$ cat src/design/clr_pkg.sv
// shared types, constants and the divider step for the color levels remap block
`default_nettype none

package clr_pkg;

    // component and pipeline geometry
    localparam int COMP_BITS     = 8;
    localparam int NUM_CH        = 3;
    localparam int QUO_BITS      = 2 * COMP_BITS;
    localparam int SUM_BITS      = QUO_BITS + 2;
    localparam int DIV_STEP_BITS = 4;
    localparam int DIV_STAGES    = QUO_BITS / DIV_STEP_BITS;
    localparam int CFG_IDX_BITS  = 3;
    localparam int CFG_DATA_BITS = COMP_BITS;
    localparam int MASK_BITS     = NUM_CH;

    localparam logic [COMP_BITS-1:0] COMP_MAX   = {COMP_BITS{1'b1}};
    localparam logic [MASK_BITS-1:0] MASK_RESET = {MASK_BITS{1'b1}};

    typedef logic [COMP_BITS-1:0] comp_t;

    // register indexes of the configuration port
    typedef enum logic [CFG_IDX_BITS-1:0] {
        CFG_INPUT_LOW    = 3'd0,
        CFG_INPUT_HIGH   = 3'd1,
        CFG_OUTPUT_LOW   = 3'd2,
        CFG_OUTPUT_HIGH  = 3'd3,
        CFG_CHANNEL_MASK = 3'd4
    } cfg_index_t;

    // one lane of the divider: partial remainder and shifting dividend/quotient
    typedef struct packed {
        comp_t               rem;
        logic [QUO_BITS-1:0] work;
    } div_lane_t;

    typedef div_lane_t [NUM_CH-1:0] div_lanes_t;

    // per-item data that rides along with the divider lanes
    typedef struct packed {
        comp_t [NUM_CH-1:0]   comp;
        comp_t                alpha;
        logic  [NUM_CH-1:0]   remap;
        logic  [NUM_CH-1:0]   neg;
        logic                 flat;
    } pix_side_t;

    // one restoring division step: shift in the next dividend bit, subtract if it fits
    function automatic div_lane_t div_step(div_lane_t x, comp_t dq);
        logic [COMP_BITS:0] r;
        div_lane_t          y;
        r      = {x.rem, x.work[QUO_BITS-1]};
        y.work = {x.work[QUO_BITS-2:0], 1'b0};
        if (r >= {1'b0, dq}) begin
            r         = r - {1'b0, dq};
            y.work[0] = 1'b1;
        end
        y.rem = r[COMP_BITS-1:0];
        return y;
    endfunction

endpackage

`default_nettype wire

$ cat src/design/clr_div_stage.sv
// one registered stage of the pipelined divider, all color lanes side by side
`default_nettype none

module clr_div_stage (
    input  wire logic              aclk,
    input  wire logic              aresetn,
    input  wire logic              en,
    input  wire logic              valid_in,
    input  wire clr_pkg::comp_t    divisor,
    input  wire clr_pkg::div_lanes_t lanes_in,
    input  wire clr_pkg::pix_side_t  side_in,
    output logic                   valid_out,
    output clr_pkg::div_lanes_t    lanes_out,
    output clr_pkg::pix_side_t     side_out
);
    import clr_pkg::*;

    logic       valid_reg;
    div_lanes_t lanes_reg;
    div_lanes_t lanes_next;
    pix_side_t  side_reg;

    // four quotient bits per lane (DIV_STEP_BITS)
    always_comb begin
        for (int k = 0; k < NUM_CH; k++) begin
            lanes_next[k] = lanes_in[k];
            for (int s = 0; s < DIV_STEP_BITS; s++) begin
                lanes_next[k] = div_step(lanes_next[k], divisor);
            end
        end
    end

    // stage valid bit
    always_ff @(posedge aclk) begin
        if (!aresetn) begin
            valid_reg <= 1'b0;
        end else if (en) begin
            valid_reg <= valid_in;
        end
    end

    // stage payload
    always_ff @(posedge aclk) begin
        if (en && valid_in) begin
            lanes_reg <= lanes_next;
            side_reg  <= side_in;
        end
    end

    assign valid_out = valid_reg;
    assign lanes_out = lanes_reg;
    assign side_out  = side_reg;

endmodule

`default_nettype wire

$ cat src/design/color_levels_remap_unit.sv
// top level of the color levels remap block: config registers and remap pipeline
//
// Linear levels adjustment of one RGBA pixel per item. Each color channel
// selected by the channel mask maps to
//   output_low + floor((c - input_low) * (output_high - output_low)
//                      / (input_high - input_low)), clamped to 0..255.
// Unselected channels and alpha pass unchanged. With input_low equal to
// input_high every component passes and m_flat_range is set.
// Input channel s_*, result channel m_*, both valid/ready. Configuration is a
// plain write port (cfg_wr_en, cfg_index, cfg_data); writes to indexes beyond
// the channel mask are dropped. Write it only while no item is in flight.
// Pipeline: seven register stages (input subtract, multiply, four divider
// stages of four quotient bits each, floor/offset/clamp), in that order.
// Throughput: one item per cycle while m_ready holds. The 16-bit quotient
// comes from the pipelined divider, four bits per stage.
// Stall: each stage holds its item while the next is full and stalled; empty
// stages keep filling, so s_ready drops only once all seven stages are full.
// Reset: aresetn low empties the pipeline and restores the register defaults
// (full input and output range, all three channels enabled).
`default_nettype none

module color_levels_remap_unit (
    input  wire logic                          aclk,
    input  wire logic                          aresetn,
    // configuration write port
    input  wire logic                          cfg_wr_en,
    input  wire logic [clr_pkg::CFG_IDX_BITS-1:0]  cfg_index,
    input  wire logic [clr_pkg::CFG_DATA_BITS-1:0] cfg_data,
    // pixel input
    input  wire logic                          s_valid,
    output logic                               s_ready,
    input  wire logic [7:0]                    s_red_in,
    input  wire logic [7:0]                    s_green_in,
    input  wire logic [7:0]                    s_blue_in,
    input  wire logic [7:0]                    s_alpha_in,
    // pixel output
    output logic                               m_valid,
    input  wire logic                          m_ready,
    output logic [7:0]                         m_red_out,
    output logic [7:0]                         m_green_out,
    output logic [7:0]                         m_blue_out,
    output logic [7:0]                         m_alpha_out,
    output logic                               m_flat_range
);
    import clr_pkg::*;

    localparam int NSTAGES = DIV_STAGES + 3;
    localparam int OUT_ST  = NSTAGES - 1;

    // configuration registers
    comp_t                in_lo_reg, in_hi_reg, out_lo_reg, out_hi_reg;
    logic [MASK_BITS-1:0] mask_reg;

    // values derived from the configuration
    logic signed [COMP_BITS:0] p_reg;
    logic signed [COMP_BITS:0] p_next;
    logic signed [COMP_BITS:0] q_next;
    logic                      flat_next;
    comp_t                     qmag_reg;
    logic                      qneg_reg;
    logic                      flat_reg;

    // stage handshake
    logic [NSTAGES-1:0] stage_valid;
    logic [NSTAGES-1:0] stage_en;

    // stage 1: input offset
    logic                              s1_valid_reg;
    logic signed [COMP_BITS:0]         s1_d_reg [NUM_CH];
    pix_side_t                         s1_side_reg;
    pix_side_t                         s1_side_next;
    comp_t [NUM_CH-1:0]                s_comp;

    // stage 2: product magnitude and quotient sign
    logic                              s2_valid_reg;
    div_lanes_t                        s2_lanes_reg;
    div_lanes_t                        s2_lanes_next;
    pix_side_t                         s2_side_reg;
    pix_side_t                         s2_side_next;
    logic signed [2*COMP_BITS+1:0]     prod [NUM_CH];
    logic [2*COMP_BITS+1:0]            prod_mag [NUM_CH];

    // divider stages
    logic                              div_valid [DIV_STAGES+1];
    div_lanes_t                        div_lanes [DIV_STAGES+1];
    pix_side_t                         div_side  [DIV_STAGES+1];

    // output stage
    logic                              out_valid_reg;
    comp_t [NUM_CH-1:0]                out_comp_reg;
    comp_t [NUM_CH-1:0]                out_comp_next;
    comp_t                             out_alpha_reg;
    logic                              out_flat_reg;

    // configuration writes
    always_ff @(posedge aclk) begin
        if (!aresetn) begin
            in_lo_reg  <= '0;
            in_hi_reg  <= COMP_MAX;
            out_lo_reg <= '0;
            out_hi_reg <= COMP_MAX;
            mask_reg   <= MASK_RESET;
        end else if (cfg_wr_en) begin
            case (cfg_index)
                CFG_INPUT_LOW:    in_lo_reg  <= cfg_data[COMP_BITS-1:0];
                CFG_INPUT_HIGH:   in_hi_reg  <= cfg_data[COMP_BITS-1:0];
                CFG_OUTPUT_LOW:   out_lo_reg <= cfg_data[COMP_BITS-1:0];
                CFG_OUTPUT_HIGH:  out_hi_reg <= cfg_data[COMP_BITS-1:0];
                CFG_CHANNEL_MASK: mask_reg   <= cfg_data[MASK_BITS-1:0];
                default: ;
            endcase
        end
    end

    // output span and input span with its sign split off
    always_comb begin
        p_next    = $signed({1'b0, out_hi_reg}) - $signed({1'b0, out_lo_reg});
        q_next    = $signed({1'b0, in_hi_reg}) - $signed({1'b0, in_lo_reg});
        flat_next = (q_next == '0);
    end

    always_ff @(posedge aclk) begin
        if (!aresetn) begin
            p_reg    <= $signed({1'b0, COMP_MAX});
            qmag_reg <= COMP_MAX;
            qneg_reg <= 1'b0;
            flat_reg <= 1'b0;
        end else begin
            p_reg    <= p_next;
            qmag_reg <= q_next[COMP_BITS] ? comp_t'(-q_next) : q_next[COMP_BITS-1:0];
            qneg_reg <= q_next[COMP_BITS];
            flat_reg <= flat_next;
        end
    end

    // stage enables: a stage moves when empty or when the one after it moves
    always_comb begin
        stage_valid = {out_valid_reg, div_valid[DIV_STAGES], div_valid[DIV_STAGES-1],
                       div_valid[DIV_STAGES-2], div_valid[DIV_STAGES-3],
                       s2_valid_reg, s1_valid_reg};
        stage_en[OUT_ST] = !stage_valid[OUT_ST] || m_ready;
        for (int i = OUT_ST - 1; i >= 0; i--) begin
            stage_en[i] = !stage_valid[i] || stage_en[i+1];
        end
    end

    assign s_ready = stage_en[0];

    // stage 1: subtract input low, decide which channels remap
    always_comb begin
        s_comp = {s_blue_in, s_green_in, s_red_in};
        s1_side_next.comp  = s_comp;
        s1_side_next.alpha = s_alpha_in;
        s1_side_next.flat  = flat_next;
        s1_side_next.neg   = '0;
        for (int k = 0; k < NUM_CH; k++) begin
            s1_side_next.remap[k] = !flat_next && mask_reg[k];
        end
    end

    always_ff @(posedge aclk) begin
        if (!aresetn) begin
            s1_valid_reg <= 1'b0;
        end else if (stage_en[0]) begin
            s1_valid_reg <= s_valid;
        end
    end

    always_ff @(posedge aclk) begin
        if (stage_en[0] && s_valid) begin
            for (int k = 0; k < NUM_CH; k++) begin
                s1_d_reg[k] <= $signed({1'b0, s_comp[k]}) - $signed({1'b0, in_lo_reg});
            end
            s1_side_reg <= s1_side_next;
        end
    end

    // stage 2: multiply by the output span, split into sign and magnitude
    always_comb begin
        s2_side_next = s1_side_reg;
        for (int k = 0; k < NUM_CH; k++) begin
            prod[k]              = SUM_BITS'(s1_d_reg[k]) * SUM_BITS'(p_reg);
            prod_mag[k]          = prod[k][2*COMP_BITS+1] ? -prod[k] : prod[k];
            s2_lanes_next[k].rem  = '0;
            s2_lanes_next[k].work = prod_mag[k][QUO_BITS-1:0];
            s2_side_next.neg[k]   = prod[k][2*COMP_BITS+1] ^ qneg_reg;
        end
    end

    always_ff @(posedge aclk) begin
        if (!aresetn) begin
            s2_valid_reg <= 1'b0;
        end else if (stage_en[1]) begin
            s2_valid_reg <= s1_valid_reg;
        end
    end

    always_ff @(posedge aclk) begin
        if (stage_en[1] && s1_valid_reg) begin
            s2_lanes_reg <= s2_lanes_next;
            s2_side_reg  <= s2_side_next;
        end
    end

    // divider pipeline, magnitude of the product over magnitude of the input span
    assign div_valid[0] = s2_valid_reg;
    assign div_lanes[0] = s2_lanes_reg;
    assign div_side[0]  = s2_side_reg;

    for (genvar j = 0; j < DIV_STAGES; j++) begin : g_div
        clr_div_stage u_div_stage (
            .aclk      (aclk),
            .aresetn   (aresetn),
            .en        (stage_en[j+2]),
            .valid_in  (div_valid[j]),
            .divisor   (qmag_reg),
            .lanes_in  (div_lanes[j]),
            .side_in   (div_side[j]),
            .valid_out (div_valid[j+1]),
            .lanes_out (div_lanes[j+1]),
            .side_out  (div_side[j+1])
        );
    end

    // floor toward minus infinity, add output low, clamp, select pass-through
    always_comb begin
        logic signed [SUM_BITS-1:0] quo;
        logic signed [SUM_BITS-1:0] delta;
        logic signed [SUM_BITS-1:0] sum;
        logic                       nz;
        comp_t                      clamped;
        quo     = '0;
        delta   = '0;
        sum     = '0;
        nz      = 1'b0;
        clamped = '0;
        for (int k = 0; k < NUM_CH; k++) begin
            quo   = $signed({2'b00, div_lanes[DIV_STAGES][k].work});
            nz    = |div_lanes[DIV_STAGES][k].rem;
            delta = div_side[DIV_STAGES].neg[k]
                    ? -quo - $signed({{(SUM_BITS-1){1'b0}}, nz}) : quo;
            sum   = $signed({{(SUM_BITS-COMP_BITS){1'b0}}, out_lo_reg}) + delta;
            if (sum[SUM_BITS-1]) begin
                clamped = '0;
            end else if (|sum[SUM_BITS-2:COMP_BITS]) begin
                clamped = COMP_MAX;
            end else begin
                clamped = sum[COMP_BITS-1:0];
            end
            out_comp_next[k] = div_side[DIV_STAGES].remap[k]
                               ? clamped : div_side[DIV_STAGES].comp[k];
        end
    end

    always_ff @(posedge aclk) begin
        if (!aresetn) begin
            out_valid_reg <= 1'b0;
        end else if (stage_en[OUT_ST]) begin
            out_valid_reg <= div_valid[DIV_STAGES];
        end
    end

    always_ff @(posedge aclk) begin
        if (stage_en[OUT_ST] && div_valid[DIV_STAGES]) begin
            out_comp_reg  <= out_comp_next;
            out_alpha_reg <= div_side[DIV_STAGES].alpha;
            out_flat_reg  <= div_side[DIV_STAGES].flat;
        end
    end

    assign m_valid      = out_valid_reg;
    assign m_red_out    = out_comp_reg[0];
    assign m_green_out  = out_comp_reg[1];
    assign m_blue_out   = out_comp_reg[2];
    assign m_alpha_out  = out_alpha_reg;
    assign m_flat_range = out_flat_reg;

    // derived span registers agree on a flat range
    a_flat_span: assert property (@(posedge aclk) disable iff (!aresetn)
        flat_reg == (qmag_reg == '0))
        else $error("flat flag disagrees with input span");

    // an empty first stage always takes an item
    a_ready_when_empty: assert property (@(posedge aclk) disable iff (!aresetn)
        !s1_valid_reg |-> s_ready)
        else $error("input stalled with an empty first stage");

    // divider remainder stays below the divisor on every lane of a non-flat item
    a_rem_bound: assert property (@(posedge aclk) disable iff (!aresetn)
        div_valid[DIV_STAGES] && !div_side[DIV_STAGES].flat |->
            div_lanes[DIV_STAGES][0].rem < qmag_reg &&
            div_lanes[DIV_STAGES][1].rem < qmag_reg &&
            div_lanes[DIV_STAGES][2].rem < qmag_reg)
        else $error("divider remainder out of range");

    // a flat range result never comes from a remapped channel
    a_flat_passes: assert property (@(posedge aclk) disable iff (!aresetn)
        div_valid[DIV_STAGES] && div_side[DIV_STAGES].flat |->
            div_side[DIV_STAGES].remap == '0)
        else $error("remap selected on a flat range");

endmodule

`default_nettype wire

$ cat config.mk
export PLATFORM = sky130hd
export DESIGN_NAME = color_levels_remap_unit
export DESIGN_NICKNAME = d
export VERILOG_FILES = /design/src/design/clr_pkg.sv /design/src/design/clr_div_stage.sv /design/src/design/color_levels_remap_unit.sv
export SDC_FILE = /design/constraint.sdc
export NUM_CORES = 2
export LEC_CHECK = 0
export BUFFER_PORTS_ARGS = -buffer_cell sky130_fd_sc_hd__clkbuf_2
export CAP_MARGIN = 30
export CORE_ASPECT_RATIO = 1.1
export CORE_MARGIN = 4
export CORE_UTILIZATION = 55
export CTS_BUF_LIST = sky130_fd_sc_hd__clkbuf_4 sky130_fd_sc_hd__clkbuf_8 sky130_fd_sc_hd__clkbuf_16
export DETAILED_ROUTE_END_ITERATION = 8
export GPL_ROUTABILITY_DRIVEN = 0
export PLACE_DENSITY = 0.72
export SLEW_MARGIN = 20
export SYNTH_ARGS = -nofsm -noshare
export SYNTH_HDL_FRONTEND = slang
export SYNTH_SLANG_ARGS = --single-unit
$ cat constraint.sdc
create_clock -name aclk -period 12.99 [get_ports aclk]
set_input_delay 1.299 -clock aclk [delete_from_list [all_inputs] [get_ports aclk]]
set_output_delay 1.299 -clock aclk [all_outputs]
set_load 0.05 [all_outputs]
---- After elaboration in Yosys (flattened, before gate mapping) ----
Memories as Yosys holds them, arrays and structs flattened.
Index checks and enable logic that the tools add are counted.
storage, ports and cells
  register bits after elaboration ......... 660
  RAM bits ................................ 27
  output and inout bits ................... 35
  word-level logic and storage cells ...... 365
  memories ................................ 1
memory list
  memory    depth  width  rd ports  clocked after memory_dff  write ports  RTL line                       source
  s1_d_reg  3      9      3         0                         3            color_levels_remap_unit.sv:69  logic signed [COMP_BITS:0] s1_d_reg [NUM_CH];
cells by class
  $add $sub $neg .......................... 66
  multipliers ............................. 3
  magnitude comparators ................... 48
  eq/ne operators ......................... 4
  multiplexer cells ....................... 114
  bitwise gates (word level) .............. 3
  reductions and logical operators ........ 38
operator list
  cell                  count
  $mux W8               58
  $ge A9 B8 Y1          45
  $sub A8 B8 Y8         45
  $add A9 B18 Y18       3
  $mul A9 B9 Y18        3
  $mux W18              3
  $neg A16 Y18          3
  $sub A18 B2 Y18       3
  $mux W1               50
  $mux W16              3
  $neg A16 Y16          3
  $sub A8 B8 Y9         5
  $reduce_or A9 Y1      3
  $ge A1 B8 Y1          3
  $reduce_or A8 Y1      3
  $sub A1 B8 Y8         3
  $logic_and A1 B1 Y1   10
  $reduce_and A2 Y1     5
  $logic_not A9 Y1      1
  $logic_not A1 Y1      8
  $neg A8 Y8            1
  $logic_or A1 B1 Y1    7
  $eq A3 B2 Y1 const B  2
  $eq A3 B1 Y1 const B  1
  other kinds (3)       5

---- Depth between registers and ports, before layout ----
  depth after elaboration ................. 11
  depth in mapped cells ................... 47
  mapped depth without buffers ............ 44

---- Cells and area by module ----
A second synthesis with hierarchy kept.
second synthesis, totals
  cells, all modules ...................... 5,600
  area total of the unflattened synthesis .. 57,710.3 um2
by module, submodules not included
  module                                    times used  cells an instance  area each (um2)
  color_levels_remap_unit                   1           2,519              24,161.9
  clr_div_stage (g_div[1].u_div_stage ...)  2           769                8,341.8
  clr_div_stage (g_div[0].u_div_stage)      1           795                8,468.1
  clr_div_stage (g_div[2].u_div_stage)      1           748                8,396.8

---- Least setup slack after synthesis ----
OpenSTA, ideal clock, no wires.
  kind .................................... register to register
  from .................................... reg qmag_reg[1]
  to ...................................... reg g_div[2].u_div_stage.lanes_reg, in the netlist g_div[2].u_div_stage.lanes_out[68], data pin
  setup time .............................. 261 ps
  arrival time ............................ 12,795 ps
  required time ........................... 12,729 ps
  slack ................................... -66 ps
  cell stages (with the launch flop) ...... 46
  buffers on the path ..................... 3
  period minus slack after synthesis ...... 13,056 ps
  cells stage by stage .................... dfxtp_1 -> clkinv_1 -> ha_1 -> nor2b_1 -> o21ai_0 -> a21boi_0 -> o211ai_1 -> a31o_2 -> and2_1 -> clkbuf_1 -> nor2_1 -> a21oi_1 -> inv_1 -> ha_1 -> nor2b_1 -> o21ai_0 -> a21boi_0 -> o31a_1 -> [10 not listed] -> a311oi_1 -> and2_1 -> clkbuf_1 -> inv_1 -> buf_2 -> a21oi_1 -> ha_1 -> nor2b_1 -> o21ai_0 -> a21boi_0 -> o21ai_0 -> a21oi_1 -> o31ai_1 -> nand3b_1 -> a21oi_1 -> a31o_2 -> inv_1 -> a221o_1
RTL lines
  what                      RTL line                        source
  start: declaration        color_levels_remap_unit.sv:59   comp_t qmag_reg;
  start signal: assignment  color_levels_remap_unit.sv:130  qmag_reg <= q_next[COMP_BITS] ? comp_t'(-q_next) : q_next[COMP_BITS-1:0];
  end signal: assignment    clr_div_stage.sv:45             lanes_reg <= lanes_next;
  end: declaration          clr_div_stage.sv:19             div_lanes_t lanes_reg;

==> results.toml <==
[outcome]
outcome = "finished clean"

[route]
drt-wirelength-per-cell_um = 19.3
via_per_inst = 5.88
routed_wl_um = 132000
dr_total_vias = 40200
post-route-drc-count = 0
routed_antenna_nets = 0
drt_first_iter_violations = 2621
detail_route.first_pass.iterations = 9

[pwr]
internal_power_mw = 9.26
switching_power_mw = 6.92
p_leak_nw = 26.2
power.density_cell_area_nw_per_um2 = 268
clock_power_share_pct = 13.9
peakVddDrop_mv = 1.02
power.combinational.fraction_pct = 65.0
sw_frac_of_total_pct = 42.7
p_seq_share_pct = 21.2

[setup_path]
crit_path_max_fanout = 29
critPathRequiredTime_ns = 13.38
timing.critical_path.to_type = "register"
critical-path-slowest-cell = "sky130_fd_sc_hd__a21oi_1"
crit_cells = 44
timing.critical_path.buf_inv = 5
reg2reg_depth = 44
arrival_time_of_the_worst_setup_path_ns = 11.35
critical-path-top-delay-family = "compound AO/OA/AOI/OAI gates"
critPathLaunchType = "register"
critical_path_max_stage_delay_ns = 0.53
timing.setup.critical_path_class = "reg2reg"
critical-path-top-cell-by-count = "sky130_fd_sc_hd__o21ai_0"

[sta]
clock-skew-final_ns = 0.0643
total_negative_slack_ns = 0
timing_hold_violations_final = 0
rsz0062_at_grt = "no"
worst_pin_slew_ns = 0.966
min_period_over_period_pct = 84.4
worst_slew_margin_rel_pct = 35.3
report.final.setup_viol = 0
timing_max_transition_violations_final = 0
fin_crit_ns = 10.97
highest_clock_frequency_the_design_can_meet_ghz = 0.0912

[clock_network]
total_clock_buffers_created_by_cts = 74
clkLatencyLatePin_ns = 0.67
root_buffer = "sky130_fd_sc_hd__clkbuf_16"
htreeDepth = 3
clock_path_buffers = 3
post_cts_hold_buffer_count = 0
cts_repair_resize_count = 0
cts_post_setup_buffers_inserted = 0
cts_tree = "built"
clkSinkCount = 687
clkTransAtPathRegs_ns = 0.06

[global_route]
track_usage_pct = 24.9
globalRouteOverflowTotal = 0
via_count_of_the_first_global_routing_pass = 40100
antenna_violations_before_repair = 3
grt_pass1_wl_um = 212000
maximum_number_of_pins_on_one_net_before_global_route_repair = 71

[synthesis]
post_synth_instance_area_um2 = 55700
synth.top_cells.by_count = "sky130_fd_sc_hd__edfxtp_1 (627), sky130_fd_sc_hd__ha_1 (605), sky130_fd_sc_hd__inv_1 (570), sky130_fd_sc_hd__nand2_1 (405), sky130_fd_sc_hd__a21oi_1 (308)"
ys.flop_type = "sky130_fd_sc_hd__edfxtp_1"
post-synth-top-area-cell = "sky130_fd_sc_hd__edfxtp_1"
yosysMostFrequentCell = "sky130_fd_sc_hd__edfxtp_1"
synth-edff-count = 627
ys_top_cells_by_area = "sky130_fd_sc_hd__edfxtp_1 (34%), sky130_fd_sc_hd__ha_1 (14%), sky130_fd_sc_hd__fa_1 (9.5%), sky130_fd_sc_hd__inv_1 (3.8%), sky130_fd_sc_hd__xnor2_1 (3.7%)"
yosys.area.top_type_share_pct = 33.8
share_of_the_yosys_chip_area_belonging_to_registers_pct = 36.0
synth.ff_latch_count = 687
count_of_cell_types_in_the_netlist = 111
synth_async_sr_flop_share_pct = 0
synth_cells = 5371
synth.avg_cell_area_um2 = 10.4
postSynthNetCount = 6287
ys.warnings.count = 0

[finish]
final_area_um2 = 60500
drive_gt1_share_pct = 9.37
largest_register_ff_count = 288
nNetsFinal = 6396
final.fill_count = 8117
syn2layout_area_growth_pct = 8.56

[placement]
detailed_place_hpwl_um = 101000
port_buffers = 82
place_area_um2 = 57800

[die]
coreArea_um2 = 101000
dieWidth_um = 311
num_ports = 83
die_y_um = 342
initial_core_utilization_pct = 55.4
floorplan.rows = 122
floorplan.die_area_um2 = 106000

[run]
max-cap-violations = 0

[hold_path]
whs_path_depth = 0
hp-class = "reg2reg"
-- kinds of logic (layout without fill, tap and decap cells) --
family          after synthesis  count (layout)  synth area share, %
simple gates               1379            1379                 12.3
compound gates             1150            1150                 13.5
xor+xnor                    371             371                 5.83
flops                       687             687                 36.0
other cells                   0               1                    0
buf+inv                     683             851                 4.71
fa+ha+maj                   868             868                 23.0
mux                         233             233                 4.60
-- power groups by stage --
stage                     clock, mW  sequential, mW  combinational, mW
after floorplan                   0            3.42               8.20
after global placement            0            3.46               10.1
after detailed placement          0            3.47               10.4
after CTS                      2.28            3.42               10.5
after global routing           2.39            3.44               11.8
final                          2.24            3.42               10.5
-- area by class of cell --
| type | count | area, um2 | share of cell area [%] |
|---|---|---|---|
| Antenna cell | 1 | 2.50 | 0.00414 |
| Clock buffer | 88 | 1990 | 3.30 |
| Clock inverter | 47 | 646 | 1.07 |
| Inverter | 579 | 2180 | 3.60 |
| Multi-Input combinational cell | 4001 | 33100 | 54.8 |
| Sequential cell | 687 | 20000 | 33.1 |
| Tap cell | 1302 | 1630 | 2.69 |
| Timing Repair Buffer | 137 | 858 | 1.42 |
-- cells in the final DEF, fill, tap and decap left out, types with 28 or more instances in the layout --
cell type	synthesis	layout
sky130_fd_sc_hd__mux2i_1	62	62
sky130_fd_sc_hd__mux2_2	169	169
sky130_fd_sc_hd__nor2_1	291	291
sky130_fd_sc_hd__or3_1	29	29
sky130_fd_sc_hd__buf_4	1	52
sky130_fd_sc_hd__xnor2_1	233	233
sky130_fd_sc_hd__a211oi_1	44	44
sky130_fd_sc_hd__clkbuf_2	0	82
sky130_fd_sc_hd__a21o_1	105	105
sky130_fd_sc_hd__a21oi_1	308	307
sky130_fd_sc_hd__o21a_1	61	61
sky130_fd_sc_hd__o21ai_0	288	288
sky130_fd_sc_hd__ha_1	605	605
sky130_fd_sc_hd__clkbuf_16	0	75
sky130_fd_sc_hd__fa_1	263	263
sky130_fd_sc_hd__o31ai_1	28	28
sky130_fd_sc_hd__inv_1	570	564
sky130_fd_sc_hd__and2_1	127	127
sky130_fd_sc_hd__nand4_1	56	56
sky130_fd_sc_hd__a21boi_0	56	54
sky130_fd_sc_hd__nand2_1	405	405
sky130_fd_sc_hd__dfxtp_1	60	58
sky130_fd_sc_hd__nor3_1	73	73
sky130_fd_sc_hd__nand2b_1	84	84
sky130_fd_sc_hd__nand3_1	71	71
sky130_fd_sc_hd__xor2_1	138	138
sky130_fd_sc_hd__o21bai_1	40	40
sky130_fd_sc_hd__edfxtp_1	627	627
sky130_fd_sc_hd__nor2b_1	102	98
-- stage by stage --
stage	util (%)	hold WS [ns]	setup slack, ns	std cells	power, mW
after CTS	60.1	0.399	2.16	6839	16.2
after detailed placement	57.5	0.405	2.22	6704	13.8
after floorplan	-	0.400	0.706	5371	11.6
after global placement	57.4	0.400	2.50	6703	13.5
final	60.1	0.397	2.02	6842	16.2
after global routing	60.1	0.406	1.11	6841	17.6
-- final timing paths --
check / startpoint / end / slack (ns)
max: qmag_reg[1] / g_div[2].u_div_stage.lanes_out[71] / 2.02
min: div_side[184] / g_div[0].u_div_stage.side_out[28] / 0.40
max reg2reg: qmag_reg[1] / g_div[2].u_div_stage.lanes_out[71] / 2.02
min reg2reg: div_side[184] / g_div[0].u_div_stage.side_out[28] / 0.40
-- routing by layer --
layer / GRT usage (%) / wire [um] / up-vias / share of wire (%)
li1: - / - / 19400 / -
met1: 32.4 / 56300 / 19500 / 43
met2: 42.5 / 63000 / 1123 / 48
met3: 3.07 / 7490 / 275 / 5.7
met4: 9.88 / 5570 / 0 / 4.2
met5: 0 / 0 / - / 0
-- worst register-to-register path, delay by kind of cell, from the launching register on --
kind                       cells  cell delay, ns
AOI/OAI and AO/OA             26            6.47
adders and majority gates      4            1.26
buffers and inverters          5            1.14
DFF                            1            0.31
and+or+nand+nor                9            1.54
No activity file was read; power rests on OpenSTA's default activity.
